===== config.mk =====
export PLATFORM = sky130hd
export DESIGN_NAME = websocket_frame_deframer
export DESIGN_NICKNAME = d
export VERILOG_FILES = /design/src/rtl/core/wsd_pkg.sv /design/src/rtl/core/websocket_frame_deframer.sv /design/src/rtl/core/wsd_parser.sv /design/src/rtl/core/wsd_out_reg.sv
export SDC_FILE = /design/constraint.sdc
export NUM_CORES = 1
export LEC_CHECK = 0
export ABC_CLOCK_PERIOD_IN_PS = 10820
export BUFFER_PORTS_ARGS = -buffer_cell sky130_fd_sc_hd__buf_2
export CAP_MARGIN = 20
export CELL_PAD_IN_SITES_DETAIL_PLACEMENT = 0
export CELL_PAD_IN_SITES_GLOBAL_PLACEMENT = 2
export CORE_AREA = 5 5 178 137
export DETAILED_ROUTE_END_ITERATION = 7
export DIE_AREA = 0 0 183 142
export GPL_TIMING_DRIVEN = 0
export PLACE_DENSITY_LB_ADDON = 0.1
export SLEW_MARGIN = 20
export SYNTH_ARGS = -nofsm -noshare
export SYNTH_HDL_FRONTEND = slang
export SYNTH_HIERARCHICAL = 1
export SYNTH_SLANG_ARGS = --single-unit

===== constraint.sdc =====
create_clock -name clk -period 10.82 [get_ports clk]
set_input_delay 0.541 -clock clk [delete_from_list [all_inputs] [get_ports clk]]
set_output_delay 0.541 -clock clk [all_outputs]
set_load 0.005 [all_outputs]

===== src/rtl/core/wsd_pkg.sv =====
// Shared types and constants for the websocket frame deframer.
// No dependencies; used by every module under rtl/core.
`default_nettype none

package wsd_pkg;

  // Default width of the frame length and payload down-counter
  localparam int DEF_LENGTH_BITS = 64;

  // Opcodes with side effects
  localparam logic [3:0] OP_CLOSE = 4'h8;
  localparam logic [3:0] OP_PING  = 4'h9;

  // Second header byte: length codes that announce an extended length
  localparam logic [6:0] LEN_CODE_16 = 7'd126;
  localparam logic [6:0] LEN_CODE_64 = 7'd127;

  // Number of extended length bytes
  localparam logic [3:0] EXT16_BYTES = 4'd2;
  localparam logic [3:0] EXT64_BYTES = 4'd8;

  // Index of the last of the four mask key bytes
  localparam logic [1:0] MASK_LAST = 2'd3;

  // One result item
  typedef struct packed {
    logic       byte_valid;
    logic [7:0] payload_byte;
    logic       frame_end;
    logic [3:0] frame_opcode;
    logic       final_fragment;
    logic       send_pong;
    logic       close_received;
  } result_t;

endpackage

`default_nettype wire


===== src/rtl/core/websocket_frame_deframer.sv =====
// Top level of the websocket frame deframer: input register, parser, result register.
// Depends on wsd_pkg, wsd_parser and wsd_out_reg.
//
//  channel | ports                                   | direction
//  --------+-----------------------------------------+----------
//  input   | in_valid, in_stall, in_byte             | in (stall out)
//  result  | out_valid, out_stall, out_byte_valid .. | out (stall in)
//          | out_close_received                      |
//
// One byte per cycle is taken while in_stall is low; a result passes through the
// input register, then the result register. Header, length and mask bytes that
// give no result pass through without touching the output side.
// Synchronous active-low reset returns the parser to the first header byte.
// in_stall rises only when the input register holds a byte with a result and
// the result register is full and stalled.
`default_nettype none

module websocket_frame_deframer #(
  parameter int LENGTH_BITS = wsd_pkg::DEF_LENGTH_BITS
) (
  input  wire logic       clk,
  input  wire logic       rst_n,
  input  wire logic       in_valid,
  output logic            in_stall,
  input  wire logic [7:0] in_byte,
  output logic            out_valid,
  input  wire logic       out_stall,
  output logic            out_byte_valid,
  output logic [7:0]      out_payload_byte,
  output logic            out_frame_end,
  output logic [3:0]      out_frame_opcode,
  output logic            out_final_fragment,
  output logic            out_send_pong,
  output logic            out_close_received
);

  logic             s1_valid_r;
  logic [7:0]       s1_byte_r;
  logic             s1_adv;
  logic             res_valid;
  logic             out_ready;
  wsd_pkg::result_t res;
  wsd_pkg::result_t out_res;

  // Input register moves on when its byte has no result or the output can take it
  assign s1_adv   = !res_valid || out_ready;
  assign in_stall = s1_valid_r && !s1_adv;

  always_ff @(posedge clk) begin
    if (!rst_n) begin
      s1_valid_r <= 1'b0;
    end else if (!in_stall) begin
      s1_valid_r <= in_valid;
    end
  end

  always_ff @(posedge clk) begin
    if (in_valid && !in_stall) begin
      s1_byte_r <= in_byte;
    end
  end

  wsd_parser #(
    .LENGTH_BITS (LENGTH_BITS)
  ) u_parser (
    .clk       (clk),
    .rst_n     (rst_n),
    .fire      (s1_valid_r && s1_adv),
    .item_byte (s1_byte_r),
    .res_valid (res_valid),
    .res       (res)
  );

  wsd_out_reg u_out_reg (
    .clk        (clk),
    .rst_n      (rst_n),
    .load_valid (s1_valid_r && res_valid),
    .load_res   (res),
    .ready      (out_ready),
    .out_valid  (out_valid),
    .out_stall  (out_stall),
    .out_res    (out_res)
  );

  // Result fields onto their ports
  assign out_byte_valid     = out_res.byte_valid;
  assign out_payload_byte   = out_res.payload_byte;
  assign out_frame_end      = out_res.frame_end;
  assign out_frame_opcode   = out_res.frame_opcode;
  assign out_final_fragment = out_res.final_fragment;
  assign out_send_pong      = out_res.send_pong;
  assign out_close_received = out_res.close_received;

endmodule

`default_nettype wire


===== src/rtl/core/wsd_parser.sv =====
// Frame parser: header, extended length, mask key and payload unmasking.
// Holds all per-frame state; uses wsd_pkg for codes and the result type.
`default_nettype none

module wsd_parser #(
  parameter int LENGTH_BITS = wsd_pkg::DEF_LENGTH_BITS
) (
  input  wire logic             clk,
  input  wire logic             rst_n,
  input  wire logic             fire,       // byte consumed this cycle
  input  wire logic [7:0]       item_byte,
  output logic                  res_valid,  // this byte yields a result
  output wsd_pkg::result_t      res
);

  typedef enum logic [4:0] {
    PH_HEADER  = 5'b00001,
    PH_LEN16   = 5'b00010,
    PH_LEN64   = 5'b00100,
    PH_MASK    = 5'b01000,
    PH_PAYLOAD = 5'b10000
  } phase_t;

  phase_t                 phase_r,   phase_nxt;
  logic [3:0]             hdr_cnt_r, hdr_cnt_nxt;
  logic [7:0]             first_r,   first_nxt;
  logic                   mask_r,    mask_nxt;
  logic [LENGTH_BITS-1:0] remain_r,  remain_nxt;  // bytes left in frame
  logic [31:0]            key_r,     key_nxt;
  logic [1:0]             mcnt_r,    mcnt_nxt;
  logic [1:0]             mpos_r,    mpos_nxt;
  logic                   close_r,   close_nxt;

  logic [6:0] len_code;
  logic       len_done;
  logic       emit;
  logic       emit_data;
  logic       emit_end;
  logic [7:0] key_byte;
  logic [3:0] op;

  assign op       = first_r[3:0];
  assign len_code = item_byte[6:0];

  // Current mask byte, first key byte first
  always_comb begin
    case (mpos_r)
      2'd0:    key_byte = key_r[31:24];
      2'd1:    key_byte = key_r[23:16];
      2'd2:    key_byte = key_r[15:8];
      default: key_byte = key_r[7:0];
    endcase
  end

  // Next state and result for the byte in the input register
  always_comb begin
    phase_nxt   = phase_r;
    hdr_cnt_nxt = hdr_cnt_r;
    first_nxt   = first_r;
    mask_nxt    = mask_r;
    remain_nxt  = remain_r;
    key_nxt     = key_r;
    mcnt_nxt    = mcnt_r;
    mpos_nxt    = mpos_r;
    close_nxt   = close_r;
    len_done    = 1'b0;
    emit        = 1'b0;
    emit_data   = 1'b0;
    emit_end    = 1'b0;

    case (phase_r)
      PH_LEN16, PH_LEN64: begin
        remain_nxt  = {remain_r[LENGTH_BITS-9:0], item_byte};
        hdr_cnt_nxt = hdr_cnt_r + 4'd1;
        if (hdr_cnt_nxt >= ((phase_r == PH_LEN16) ? wsd_pkg::EXT16_BYTES
                                                   : wsd_pkg::EXT64_BYTES)) begin
          len_done = 1'b1;
        end
      end
      PH_MASK: begin
        key_nxt  = {key_r[23:0], item_byte};
        mcnt_nxt = mcnt_r + 2'd1;
        if (mcnt_r == wsd_pkg::MASK_LAST) begin
          if (remain_r == '0) begin
            emit     = 1'b1;
            emit_end = 1'b1;
          end else begin
            phase_nxt = PH_PAYLOAD;
          end
        end
      end
      PH_PAYLOAD: begin
        mpos_nxt   = mpos_r + 2'd1;
        remain_nxt = remain_r - {{(LENGTH_BITS-1){1'b0}}, 1'b1};
        emit       = 1'b1;
        emit_data  = 1'b1;
        emit_end   = (remain_r == {{(LENGTH_BITS-1){1'b0}}, 1'b1});
      end
      default: begin
        // Header bytes; an unknown phase is treated as header
        phase_nxt = PH_HEADER;
        if (hdr_cnt_r == 4'd0) begin
          first_nxt   = item_byte;
          hdr_cnt_nxt = 4'd1;
        end else begin
          mask_nxt    = item_byte[7];
          hdr_cnt_nxt = 4'd0;
          remain_nxt  = '0;
          if (len_code == wsd_pkg::LEN_CODE_16) begin
            phase_nxt = PH_LEN16;
          end else if (len_code == wsd_pkg::LEN_CODE_64) begin
            phase_nxt = PH_LEN64;
          end else begin
            remain_nxt = {{(LENGTH_BITS-7){1'b0}}, len_code};
            len_done   = 1'b1;
          end
        end
      end
    endcase

    // Length known: go for the mask key, the payload, or finish at once
    if (len_done) begin
      if (mask_nxt) begin
        phase_nxt = PH_MASK;
        mcnt_nxt  = 2'd0;
      end else if (remain_nxt == '0) begin
        emit     = 1'b1;
        emit_end = 1'b1;
      end else begin
        phase_nxt = PH_PAYLOAD;
      end
    end

    // Frame end: sticky close flag and restart of the parse
    if (emit_end) begin
      if (op == wsd_pkg::OP_CLOSE) begin
        close_nxt = 1'b1;
      end
      phase_nxt   = PH_HEADER;
      hdr_cnt_nxt = 4'd0;
      mcnt_nxt    = 2'd0;
      mpos_nxt    = 2'd0;
    end
  end

  // Result fields
  always_comb begin
    res.byte_valid     = emit_data;
    res.payload_byte   = emit_data ? (item_byte ^ (mask_r ? key_byte : 8'h00)) : 8'h00;
    res.frame_end      = emit_end;
    res.frame_opcode   = op;
    res.final_fragment = first_r[7];
    res.send_pong      = emit_end && (op == wsd_pkg::OP_PING) && !close_r;
    res.close_received = close_nxt;
  end

  assign res_valid = emit;

  // Control state
  always_ff @(posedge clk) begin
    if (!rst_n) begin
      phase_r   <= PH_HEADER;
      hdr_cnt_r <= 4'd0;
      first_r   <= 8'h00;
      mask_r    <= 1'b0;
      remain_r  <= '0;
      key_r     <= 32'h0;
      mcnt_r    <= 2'd0;
      mpos_r    <= 2'd0;
      close_r   <= 1'b0;
    end else if (fire) begin
      phase_r   <= phase_nxt;
      hdr_cnt_r <= hdr_cnt_nxt;
      first_r   <= first_nxt;
      mask_r    <= mask_nxt;
      remain_r  <= remain_nxt;
      key_r     <= key_nxt;
      mcnt_r    <= mcnt_nxt;
      mpos_r    <= mpos_nxt;
      close_r   <= close_nxt;
    end
  end

endmodule

`default_nettype wire


===== src/rtl/core/wsd_out_reg.sv =====
// Result register on the output channel with valid/stall handshake.
// Uses wsd_pkg::result_t.
`default_nettype none

module wsd_out_reg (
  input  wire logic              clk,
  input  wire logic              rst_n,
  input  wire logic              load_valid,
  input  wire wsd_pkg::result_t  load_res,
  output logic                   ready,      // register can take a result
  output logic                   out_valid,
  input  wire logic              out_stall,
  output wsd_pkg::result_t       out_res
);

  logic             valid_r;
  wsd_pkg::result_t res_r;

  assign ready     = !valid_r || !out_stall;
  assign out_valid = valid_r;
  assign out_res   = res_r;

  // Valid flag: refilled or emptied whenever the held result is gone
  always_ff @(posedge clk) begin
    if (!rst_n) begin
      valid_r <= 1'b0;
    end else if (ready) begin
      valid_r <= load_valid;
    end
  end

  // Payload
  always_ff @(posedge clk) begin
    if (ready && load_valid) begin
      res_r <= load_res;
    end
  end

endmodule

`default_nettype wire


======== Yosys cells after proc, flatten, opt, wreduce, memory -nomap -nowiden ========
Index checks and enable logic that the tools add are counted.
W data, S select, Z words.
storage, ports and cells
  register bits ........................... 146
  input bits .............................. 12
  logic and storage cells ................. 113
operators by class
  add/sub/neg operators ................... 4
  magnitude comparators ................... 1
  equal/unequal tests ..................... 13
  mux-type cells .......................... 46
  bitwise logic cells ..................... 2
  reductions and logical operators ........ 28
operators with widths
  kind                     number
  $pmux W64 S3             1
  $logic_not A64 Y1        2
  $mux W64                 2
  $eq A64 B1 Y1 const B    1
  $sub A64 B1 Y64 const B  1
  $mux W5                  8
  $pmux W8 S3              1
  $mux W1                  18
  $eq A7 B7 Y1 const B     2
  $mux W2                  6
  $pmux W5 S2              1
  $eq A4 B4 Y1 const B     2
  $mux W4                  2
  $mux W8                  1
  $pmux W4 S2              1
  $xor A8 B8 Y8            1
  $logic_and A1 B1 Y1      7
  $mux W7                  1
  $logic_not A1 Y1         6
  $pmux W1 S2              3
  $reduce_and A2 Y1        3
  $eq A5 B2 Y1 const B     1
  $eq A5 B3 Y1 const B     1
  $eq A5 B4 Y1 const B     1
  other kinds (17)         21

======== Longest topological paths before layout ========
Gate-level depths: netlist of run 1.
  word-level depth ........................ 15
  depth in mapped cells ................... 21
  mapped depth without buffers ............ 18

======== Hierarchy ========
The synthesis of run 1 kept the hierarchy.
modules (own cells, without submodules)
  module                    instances  cells an instance  area each (µm²)  seq. area each (µm²)
  wsd_parser                1          1117               8015.2           2322.2
  wsd_out_reg               1          22                 551.8            530.5
  websocket_frame_deframer  1          15                 300.3            260.2

======== Worst setup path after synthesis of run 1 ========
Ideal clock, no wire load.
  path kind ............................... flip-flop to flip-flop
  from .................................... register u_parser.phase_r[2]
  to ...................................... register u_parser.first_r[1]
  setup time .............................. 128 ps
  data arrival time ....................... 4216 ps
  data required time ...................... 10692 ps
  setup slack ............................. 6476 ps
  stages on the path, launching flop included .. 20
  buffers on the path ..................... 4
  cells stage by stage .................... dfxtp_1 > buf_2 > or4b_4 > buf_6 > or2_4 > clkinv_2 > buf_2 > buf_1 > nand3_1 > xor2_1 > a21oi_1 > nor3_1 > nand4_1 > nor4_4 > or2_2 > a21boi_0 > nand2_1 > nor3_1 > mux2i_1 > nor2_1
on the way
  cells in the longest elaborated chain, start to end .. 11
RTL lines
  what                                          RTL line                            text
  start: declaration                            wsd_parser.sv:24                    phase_t phase_r, phase_nxt;
  start signal: assignment                      wsd_parser.sv:172                   phase_r <= phase_nxt;
  $eq A5 B3 Y1 or $eq A5 B2 Y1 (tied branches)  wsd_parser.sv:71, wsd_parser.sv:75
  $reduce_or A2 Y1                              n/a
  $pmux W64 S3                                  wsd_parser.sv:71                    case (phase_r)
  $logic_not A64 Y1                             wsd_parser.sv:126                   end else if (remain_nxt == '0) begin
  $mux W1                                       wsd_parser.sv:126
  $mux W1                                       wsd_parser.sv:123                   if (mask_nxt) begin
  $mux W1 (*)                                   wsd_parser.sv:122                   if (len_done) begin
  net res_valid                                 websocket_frame_deframer.sv:40      logic res_valid;
  $logic_not A1 Y1 (*)                          websocket_frame_deframer.sv:46      assign s1_adv = !res_valid || out_ready;
  $logic_or A1 B1 Y1 (*)                        websocket_frame_deframer.sv:46
  $logic_and A1 B1 Y1 (*)                       websocket_frame_deframer.sv:68      .fire (s1_valid_r && s1_adv),
  $reduce_and A3 Y1 (no source line) (*)        n/a
  end signal: assignment                        wsd_parser.sv:174                   first_r <= first_nxt;
  end: declaration                              wsd_parser.sv:26                    logic [7:0] first_r, first_nxt;
Mark *: on every way through the listed nets, which the timed path passes. The rest lies on a longest branch.
A chain may end at the register's enable or synchronous reset.

======== Final worst setup path of run 1 ========
  from .................................... register u_parser.remain_r[0]
  to ...................................... register u_parser.remain_r[1]
on the way
  cells in the longest elaborated chain, start to end .. 10
RTL lines
  what                                                     RTL line                        text
  start: declaration                                       wsd_parser.sv:28                logic [LENGTH_BITS-1:0] remain_r, remain_nxt;
  start signal: assignment                                 wsd_parser.sv:176               remain_r <= remain_nxt;
  branches (longest 6 deep; another with $sub A64 B1 Y64)  n/a
  $mux W1 (*)                                              wsd_parser.sv:122
  net res_valid                                            websocket_frame_deframer.sv:40
  $logic_not A1 Y1 (*)                                     websocket_frame_deframer.sv:46
  $logic_or A1 B1 Y1 (*)                                   websocket_frame_deframer.sv:46
  $logic_and A1 B1 Y1 (*)                                  websocket_frame_deframer.sv:68
Mark *: on every way through the listed nets, which the timed path passes.

==> flow_metrics.py, run 1 <==
metrics = {
    "outcome": {
        "status": "completed",
    },
    "sta": {
        "min_period_ns": 7.53,
        "rsz0062_at_grt": "no",
        "relSlewSlack_pct": 28.1,
        "hold_viol": 0,
        "slew_viol_final": 0,
        "fmax_mhz": 133,
        "worst_pin_slew_ns": 1.07,
        "post-route-period-util_pct": 69.6,
        "setup_viol": 0,
        "skew_ns": 0.0173,
        "tns_ns": 0,
    },
    "critical_path": {
        "required_ns": 11.19,
        "r2r-end": "u_parser/remain_r[1]",
        "r2r_cells": 19,
        "critPathArrivalTime_ns": 7.90,
        "worstSetupEndpoint": "u_parser/remain_r[1]",
        "rrSetupSlack_ns": 3.29,
        "r2r-start": "u_parser/remain_r[0]",
        "criticalPathCategory": "flip-flop to flip-flop",
        "end_kind": "flip-flop",
        "critPathMaxFanout": 10,
        "cp-start-kind": "flip-flop",
        "startpoint": "u_parser/remain_r[0]",
    },
    "route": {
        "ant_nets": 0,
        "wl_per_cell_um": 27.8,
        "wirelength_mm": 42.2,
        "drcViolationCount": 0,
        "routed_via_density": 6.54,
        "first_iter_violations": 1658,
        "vias": 9913,
        "first_pass_iters": 6,
    },
    "global_route": {
        "grt_first_pass_wirelength_mm": 61.7,
        "grt_max_degree": 18,
        "grt_usage_pct": 32.0,
        "grt_pass1_vias": 9018,
        "overflow": 0,
        "antenna_found_initial": 3,
    },
    "layout": {
        "fillers": 2374,
        "drive_above_1_share_pct": 9.70,
        "regArea_mm2": 0.00311,
        "area_growth_pct": 12.9,
        "nets": 1226,
        "multi_input_area_mm2": 0.00525,
        "antennaDiodeCount": 0,
    },
    "logic_synthesis": {
        "ys_seq_elements": 143,
        "ys_warn_count": 6,
        "synth.mux.area_fraction_pct": 1.26,
        "synthSimpleGateAreaFrac_pct": 28.8,
        "synth_xor_area_share_pct": 1.88,
        "syn_area_per_cell_um2": 7.68,
        "synthAdderAreaFrac_pct": 1.55,
        "ys_types": 86,
        "synth_seq_area_share_pct": 35.1,
        "netlist_instances": 1154,
        "async_flop_share_pct": 0,
        "synth_compound_area_share_pct": 25.6,
        "synthesis.nets": 1177,
        "synth_edf_count": 25,
        "ys.flop_type": "dfxtp_1",
        "synth_top_family_by_area": "simple AND/OR/NAND/NOR gates",
        "syn_area_mm2": 0.00887,
    },
    "clock_network": {
        "cts_buffers": 17,
        "hold_buffers": 0,
        "cts_tree": "built",
        "clk_latency_ns": 0.45,
        "clk_pin_slew_ns": 0.07,
        "clock_path_buffers": 2,
        "clock-sinks": 143,
        "postCtsSetupRepairBufs": 0,
        "clockRootBuffer": "clkbuf_16",
        "h-tree-depth": 4,
        "cts_resized": 0,
    },
    "place": {
        "hpwl_mm": 31.1,
        "numPortBuffers": 30,
        "place_congestion": 0.996,
    },
    "flow_run": {
        "maxCapViolCount": 0,
    },
    "power": {
        "p_per_area_mw_per_mm2": 152,
        "vdd_drop_max_v": 0.0000989,
        "p_leak_nw": 3.47,
        "finalPower_mw": 1.52,
    },
    "min_path": {
        "min_path_type": "input pin to flip-flop",
    },
    "die": {
        "core_mm2": 0.0225,
        "die_y_um": 142,
        "die_w_um": 183,
        "pin_count": 31,
        "std_cell_rows": 48,
        "start_util_pct": 39.4,
        "die_area_mm2": 0.0260,
    },
}
-- layout make-up --
type | count | area share (%)
Clock buffer | 17 | 4.25
Inverter | 20 | 0.762
Tap cell | 300 | 3.75
Multi-Input combinational cell | 892 | 52.4
Clock inverter | 15 | 1.90
Timing Repair Buffer | 30 | 1.50
Sequential cell | 143 | 31.1
Buffer | 99 | 4.37
-- registers in the layout, indices dropped and copies added (netlist names), 2 cells and up --
signal	flops
u_parser/mcnt_r	2
u_parser/key_r	32
u_parser/mpos_r	2
u_parser/hdr_cnt_r	4
s1_byte_r	8
u_parser/phase_r	5
u_out_reg/out_res	17
u_parser/first_r	5
u_parser/remain_r	64
-- layer usage --
metal | wire length [µm] | up-vias | share of wire, % | global-route usage [%]
met2 | 15700 | 690 | 37 | 40.4
met1 | 19900 | 4736 | 47 | 51.2
met5 | 13 | - | 0.031 | 0
met3 | 5580 | 87 | 13 | 9.79
met4 | 969 | 2 | 2.3 | 8.46
li1 | - | 4398 | - | -
-- per-stage QoR --
step	setup WS, ns	util (%)	cell area, µm²	hold slack (ns)	cells
final	3.29	44.5	10000	0.270	1516
after global routing	3.22	44.5	10000	0.260	1516
after CTS	3.87	44.5	10000	0.258	1516
after detailed placement	3.91	41.7	9400	0.436	1484
after global placement	3.76	41.7	9390	0.420	1484
after floorplan	6.48	-	8870	0.408	1154
-- synth_stat cells, types with 17 or more instances --
cell	instances	area share, %
nand3_1	42	2.4
nand2_1	189	8.0
o21ai_0	66	3.7
a211oi_1	28	2.4
nor2_1	107	4.5
nor3_1	42	2.4
clkbuf_1	70	3.0
nor4_1	24	1.7
dfxtp_1	118	27
a21oi_1	84	4.7
nand4_1	19	1.3
edfxtp_1	25	8.5
inv_1	18	0.76
a31oi_1	17	1.2
-- critical path, stage by stage (launching register included) --
cell and delay, ns:
dfxtp_1 0.33, buf_2 0.18, inv_1 0.11, ha_1 0.27, nor4b_1 0.78, and4_1 0.39, buf_1 0.56, nand4_1 0.57
o21ai_0 0.74, a31oi_1 0.08, nand3_1 0.14, nor4_1 0.07, nand4_1 0.21, nor4_4 0.12, or2_2 0.32, a21boi_0 0.67
clkbuf_1 0.62, clkbuf_1 0.85, o211ai_1 0.22, a21oi_1 0.20
-- cells in the final DEF (no fill, tap or decap), drive strengths merged, types with 11 or more instances in the layout --
master	n
a211oi	28
a21oi	85
a22oi	16
a31oi	17
and2	13
buf	58
clkbuf	88
dfxtp	118
edfxtp	25
ha	11
inv	28
nand2	189
nand3	45
nand4	20
nor2	107
nor3	48
nor4	29
o21ai	70
or3	16
xor2	12
-- power by group --
group	total [mW]	internal, mW	switching [mW]
registers	0.578	0.555	0.0230
clock network	0.634	0.352	0.281
logic	0.309	0.0849	0.224
total	1.52	0.992	0.528
-- how the worst min path moves through the flow --
stage / startpoint / end / slack, ns / cells after the start
CTS: in_byte[7] / s1_byte_r[7] / 0.26 / 1
finish: in_byte[7] / s1_byte_r[7] / 0.27 / 1
global placement: u_parser/first_r[7] / u_out_reg/out_res[2] / 0.42 / 0
detailed placement: u_parser/first_r[7] / u_out_reg/out_res[2] / 0.44 / 0
floorplan: u_parser/first_r[7] / u_out_reg/out_res[2] / 0.41 / 0
global route: in_byte[4] / s1_byte_r[4] / 0.26 / 1
-- kinds of logic after synthesis --
kind of cell,Yosys count
and+or+nand+nor,517
AOI/OAI and AO/OA,334
DFF,143
buffers and inverters,119
xor gates and xnor gates,19
muxes,11
adders and majority gates,11
Note: power is estimated with default switching activity, not from simulation.
==> run 2, diff against run 1 <==
Settings changed: ABC_CLOCK_PERIOD_IN_PS 10820 to 7000, CORE_AREA 5 5 178 137 to 5 5 183 141, DIE_AREA 0 0 183 142 to 0 0 188 146.
Clock period 10.82 ns to 7 ns, I/O delays scaled along.
==> run 2 against run 1 <==
Via count fell by 0.86%. Critical endpoint is now u_parser/remain_r[60]. Worst hold slack got worse by 0.19 ns. Power increased by 51%. Critical path depth decreased by 1. Clock skew down 0.0051 ns. Maximum frequency rose by 9.1%. Count of clock-buffer cells in the layout stayed put. Non-clock buffer count is the same. Sequential share of layout area is 0.055 points higher. Largest cell class unchanged.
==> flow_metrics.py, run 2 (synthesis results as in run 1) <==
metrics = {
    "outcome": {
        "status": "completed",
    },
    "route": {
        "first_iter_violations": 1482,
        "drcViolationCount": 0,
        "wirelength_mm": 42.1,
        "first_pass_iters": 5,
        "wl_per_cell_um": 27.6,
        "ant_nets": 0,
        "vias": 9828,
        "routed_via_density": 6.45,
    },
    "layout": {
        "regMostFlops": "u_parser/remain_r",
        "fillers": 2476,
        "area_growth_pct": 12.7,
        "nets": 1226,
        "layout_common_cells": "189 x nand2_1, 118 x dfxtp_1, 106 x nor2_1",
        "layout_commonest_cell": "nand2_1",
        "largest_reg_flops": 64,
        "drive_above_1_share_pct": 10.2,
    },
    "critical_path": {
        "criticalPathCategory": "flip-flop to flip-flop",
        "r2r_cells": 18,
        "cp-start-kind": "flip-flop",
        "r2r-start": "u_parser/hdr_cnt_r[0]",
        "critPathMaxFanout": 10,
        "rrSetupSlack_ns": 0.1,
        "r2r-end": "u_parser/remain_r[60]",
        "end_kind": "flip-flop",
        "critPathArrivalTime_ns": 7.23,
        "required_ns": 7.32,
    },
    "global_route": {
        "antenna_found_initial": 2,
        "grt_pass1_vias": 8834,
        "grt_first_pass_wirelength_mm": 60.6,
        "overflow": 0,
        "grt_max_degree": 18,
        "grt_usage_pct": 29.6,
    },
    "min_path": {
        "hold_end": "s1_byte_r[2]",
        "hp-start": "in_byte[2]",
        "hold_path_depth": 1,
        "min_path_type": "input pin to flip-flop",
    },
    "die": {
        "start_util_pct": 37.5,
        "std_cell_rows": 49,
        "die_area_mm2": 0.0274,
        "core_mm2": 0.0237,
        "die_y_um": 146,
        "die_w_um": 188,
        "pin_count": 31,
    },
    "clock_network": {
        "clk_latency_ns": 0.44,
        "cts_buffers": 17,
        "h-tree-depth": 4,
        "clockRootBuffer": "clkbuf_16",
        "clock_path_buffers": 2,
        "clock-sinks": 143,
        "postCtsSetupRepairBufs": 0,
        "clk_pin_slew_ns": 0.07,
        "cts_tree": "built",
    },
    "sta": {
        "skew_ns": 0.0122,
        "setup_ws_ns": 0.0956,
        "slew_viol_final": 0,
        "setup_viol": 0,
        "post-route-period-util_pct": 98.6,
        "hold_viol": 0,
        "relSlewSlack_pct": 24.5,
        "min_period_ns": 6.90,
        "fmax_mhz": 145,
        "worst_pin_slew_ns": 1.13,
        "rsz0062_at_grt": "no",
    },
    "flow_run": {
        "maxCapViolCount": 0,
    },
    "power": {
        "p_per_area_mw_per_mm2": 229,
        "finalPower_mw": 2.29,
        "vdd_drop_max_v": 0.000180,
        "p_leak_nw": 3.48,
    },
    "place": {
        "place_congestion": 1.01,
        "hpwl_mm": 31.1,
        "place_ws_ns": -0.112,
        "numPortBuffers": 30,
    },
}
run 2: changes by cell type in the layout (fill, tap and decap cells not counted), sizes merged:
cell / before / now
clkinv: 4 / 6
buf: 58 / 57
bufinv: 2 / 1
clkbuf: 88 / 89
clkinvlp: 1 / 0
diode: 0 / 1
run 2: through the flow:
step                      std cells  hold WS (ns)  cell area [µm²]  setup TNS, ns  utilization, %
after global routing           1523        0.0605            10000              0            42.2
after CTS                      1522        0.0680             9980              0            42.2
after floorplan                1154         0.408             8870              0               -
final                          1523        0.0827            10000              0            42.2
after global placement         1490         0.424             9400          -2.73            39.7
after detailed placement       1490         0.427             9410         -0.849            39.7
run 2: metal layers:
layer / share of wire (%) / global-route usage (%)
met1: 47 / 46.2
met2: 38 / 37.7
met3: 13 / 10.6
met4: 1.6 / 6.53
met5: 0.31 / 3.50
run 2: timing repair:
item / in CTS / in global routing
hold buffers: 0 / 0
gates resized for setup: 2 / 10
gates cloned: 0 / 0
endpoints found under the setup margin: 13 / 107
run 2: final cells by class:
cell class	instances	area (µm²)	share of cell area [%]
Antenna cell	1	2.50	0.0250
Buffer	99	444	4.44
Clock buffer	17	425	4.26
Clock inverter	15	148	1.48
Inverter	20	76.3	0.764
Multi-Input combinational cell	892	5250	52.6
Sequential cell	143	3110	31.1
Tap cell	306	383	3.83
Timing Repair Buffer	30	150	1.50
run 2: where the power goes:
part	total, mW	leakage [nW]	internal (mW)	switching [mW]
Combinational	0.476	2.02	0.131	0.345
Clock	0.922	0.287	0.502	0.421
Sequential	0.893	1.18	0.858	0.0353
Total	2.29	3.48	1.49	0.800
run 2: worst max-delay path, stage by stage (launching register included):
cell and delay (ns):
dfxtp_1 0.36, inv_1 0.13, ha_1 0.17, nor3b_1 0.80, o21ai_1 0.50, nand3_1 0.56, clkbuf_1 0.69, a31oi_1 0.39
nand4_1 0.20, nor4_1 0.08, nand4_1 0.30, nor4_4 0.12, or2_2 0.33, a21boi_1 0.45, clkbuf_1 0.62, nand2_1 0.48
o21ai_0 0.26, o21ai_0 0.13, and2_1 0.20
run 2: how the worst max path moves through the flow:
stage | from | endpoint | cells after the start
global route | u_parser/hdr_cnt_r[0] | u_parser/remain_r[60] | 18
CTS | u_parser/remain_r[0] | u_parser/remain_r[31] | 20
finish | u_parser/hdr_cnt_r[0] | u_parser/remain_r[60] | 18
global placement | u_parser/remain_r[0] | u_parser/remain_r[28] | 19
detailed placement | u_parser/remain_r[0] | u_parser/remain_r[25] | 20
floorplan | u_parser/phase_r[2] | u_parser/first_r[1] | 19
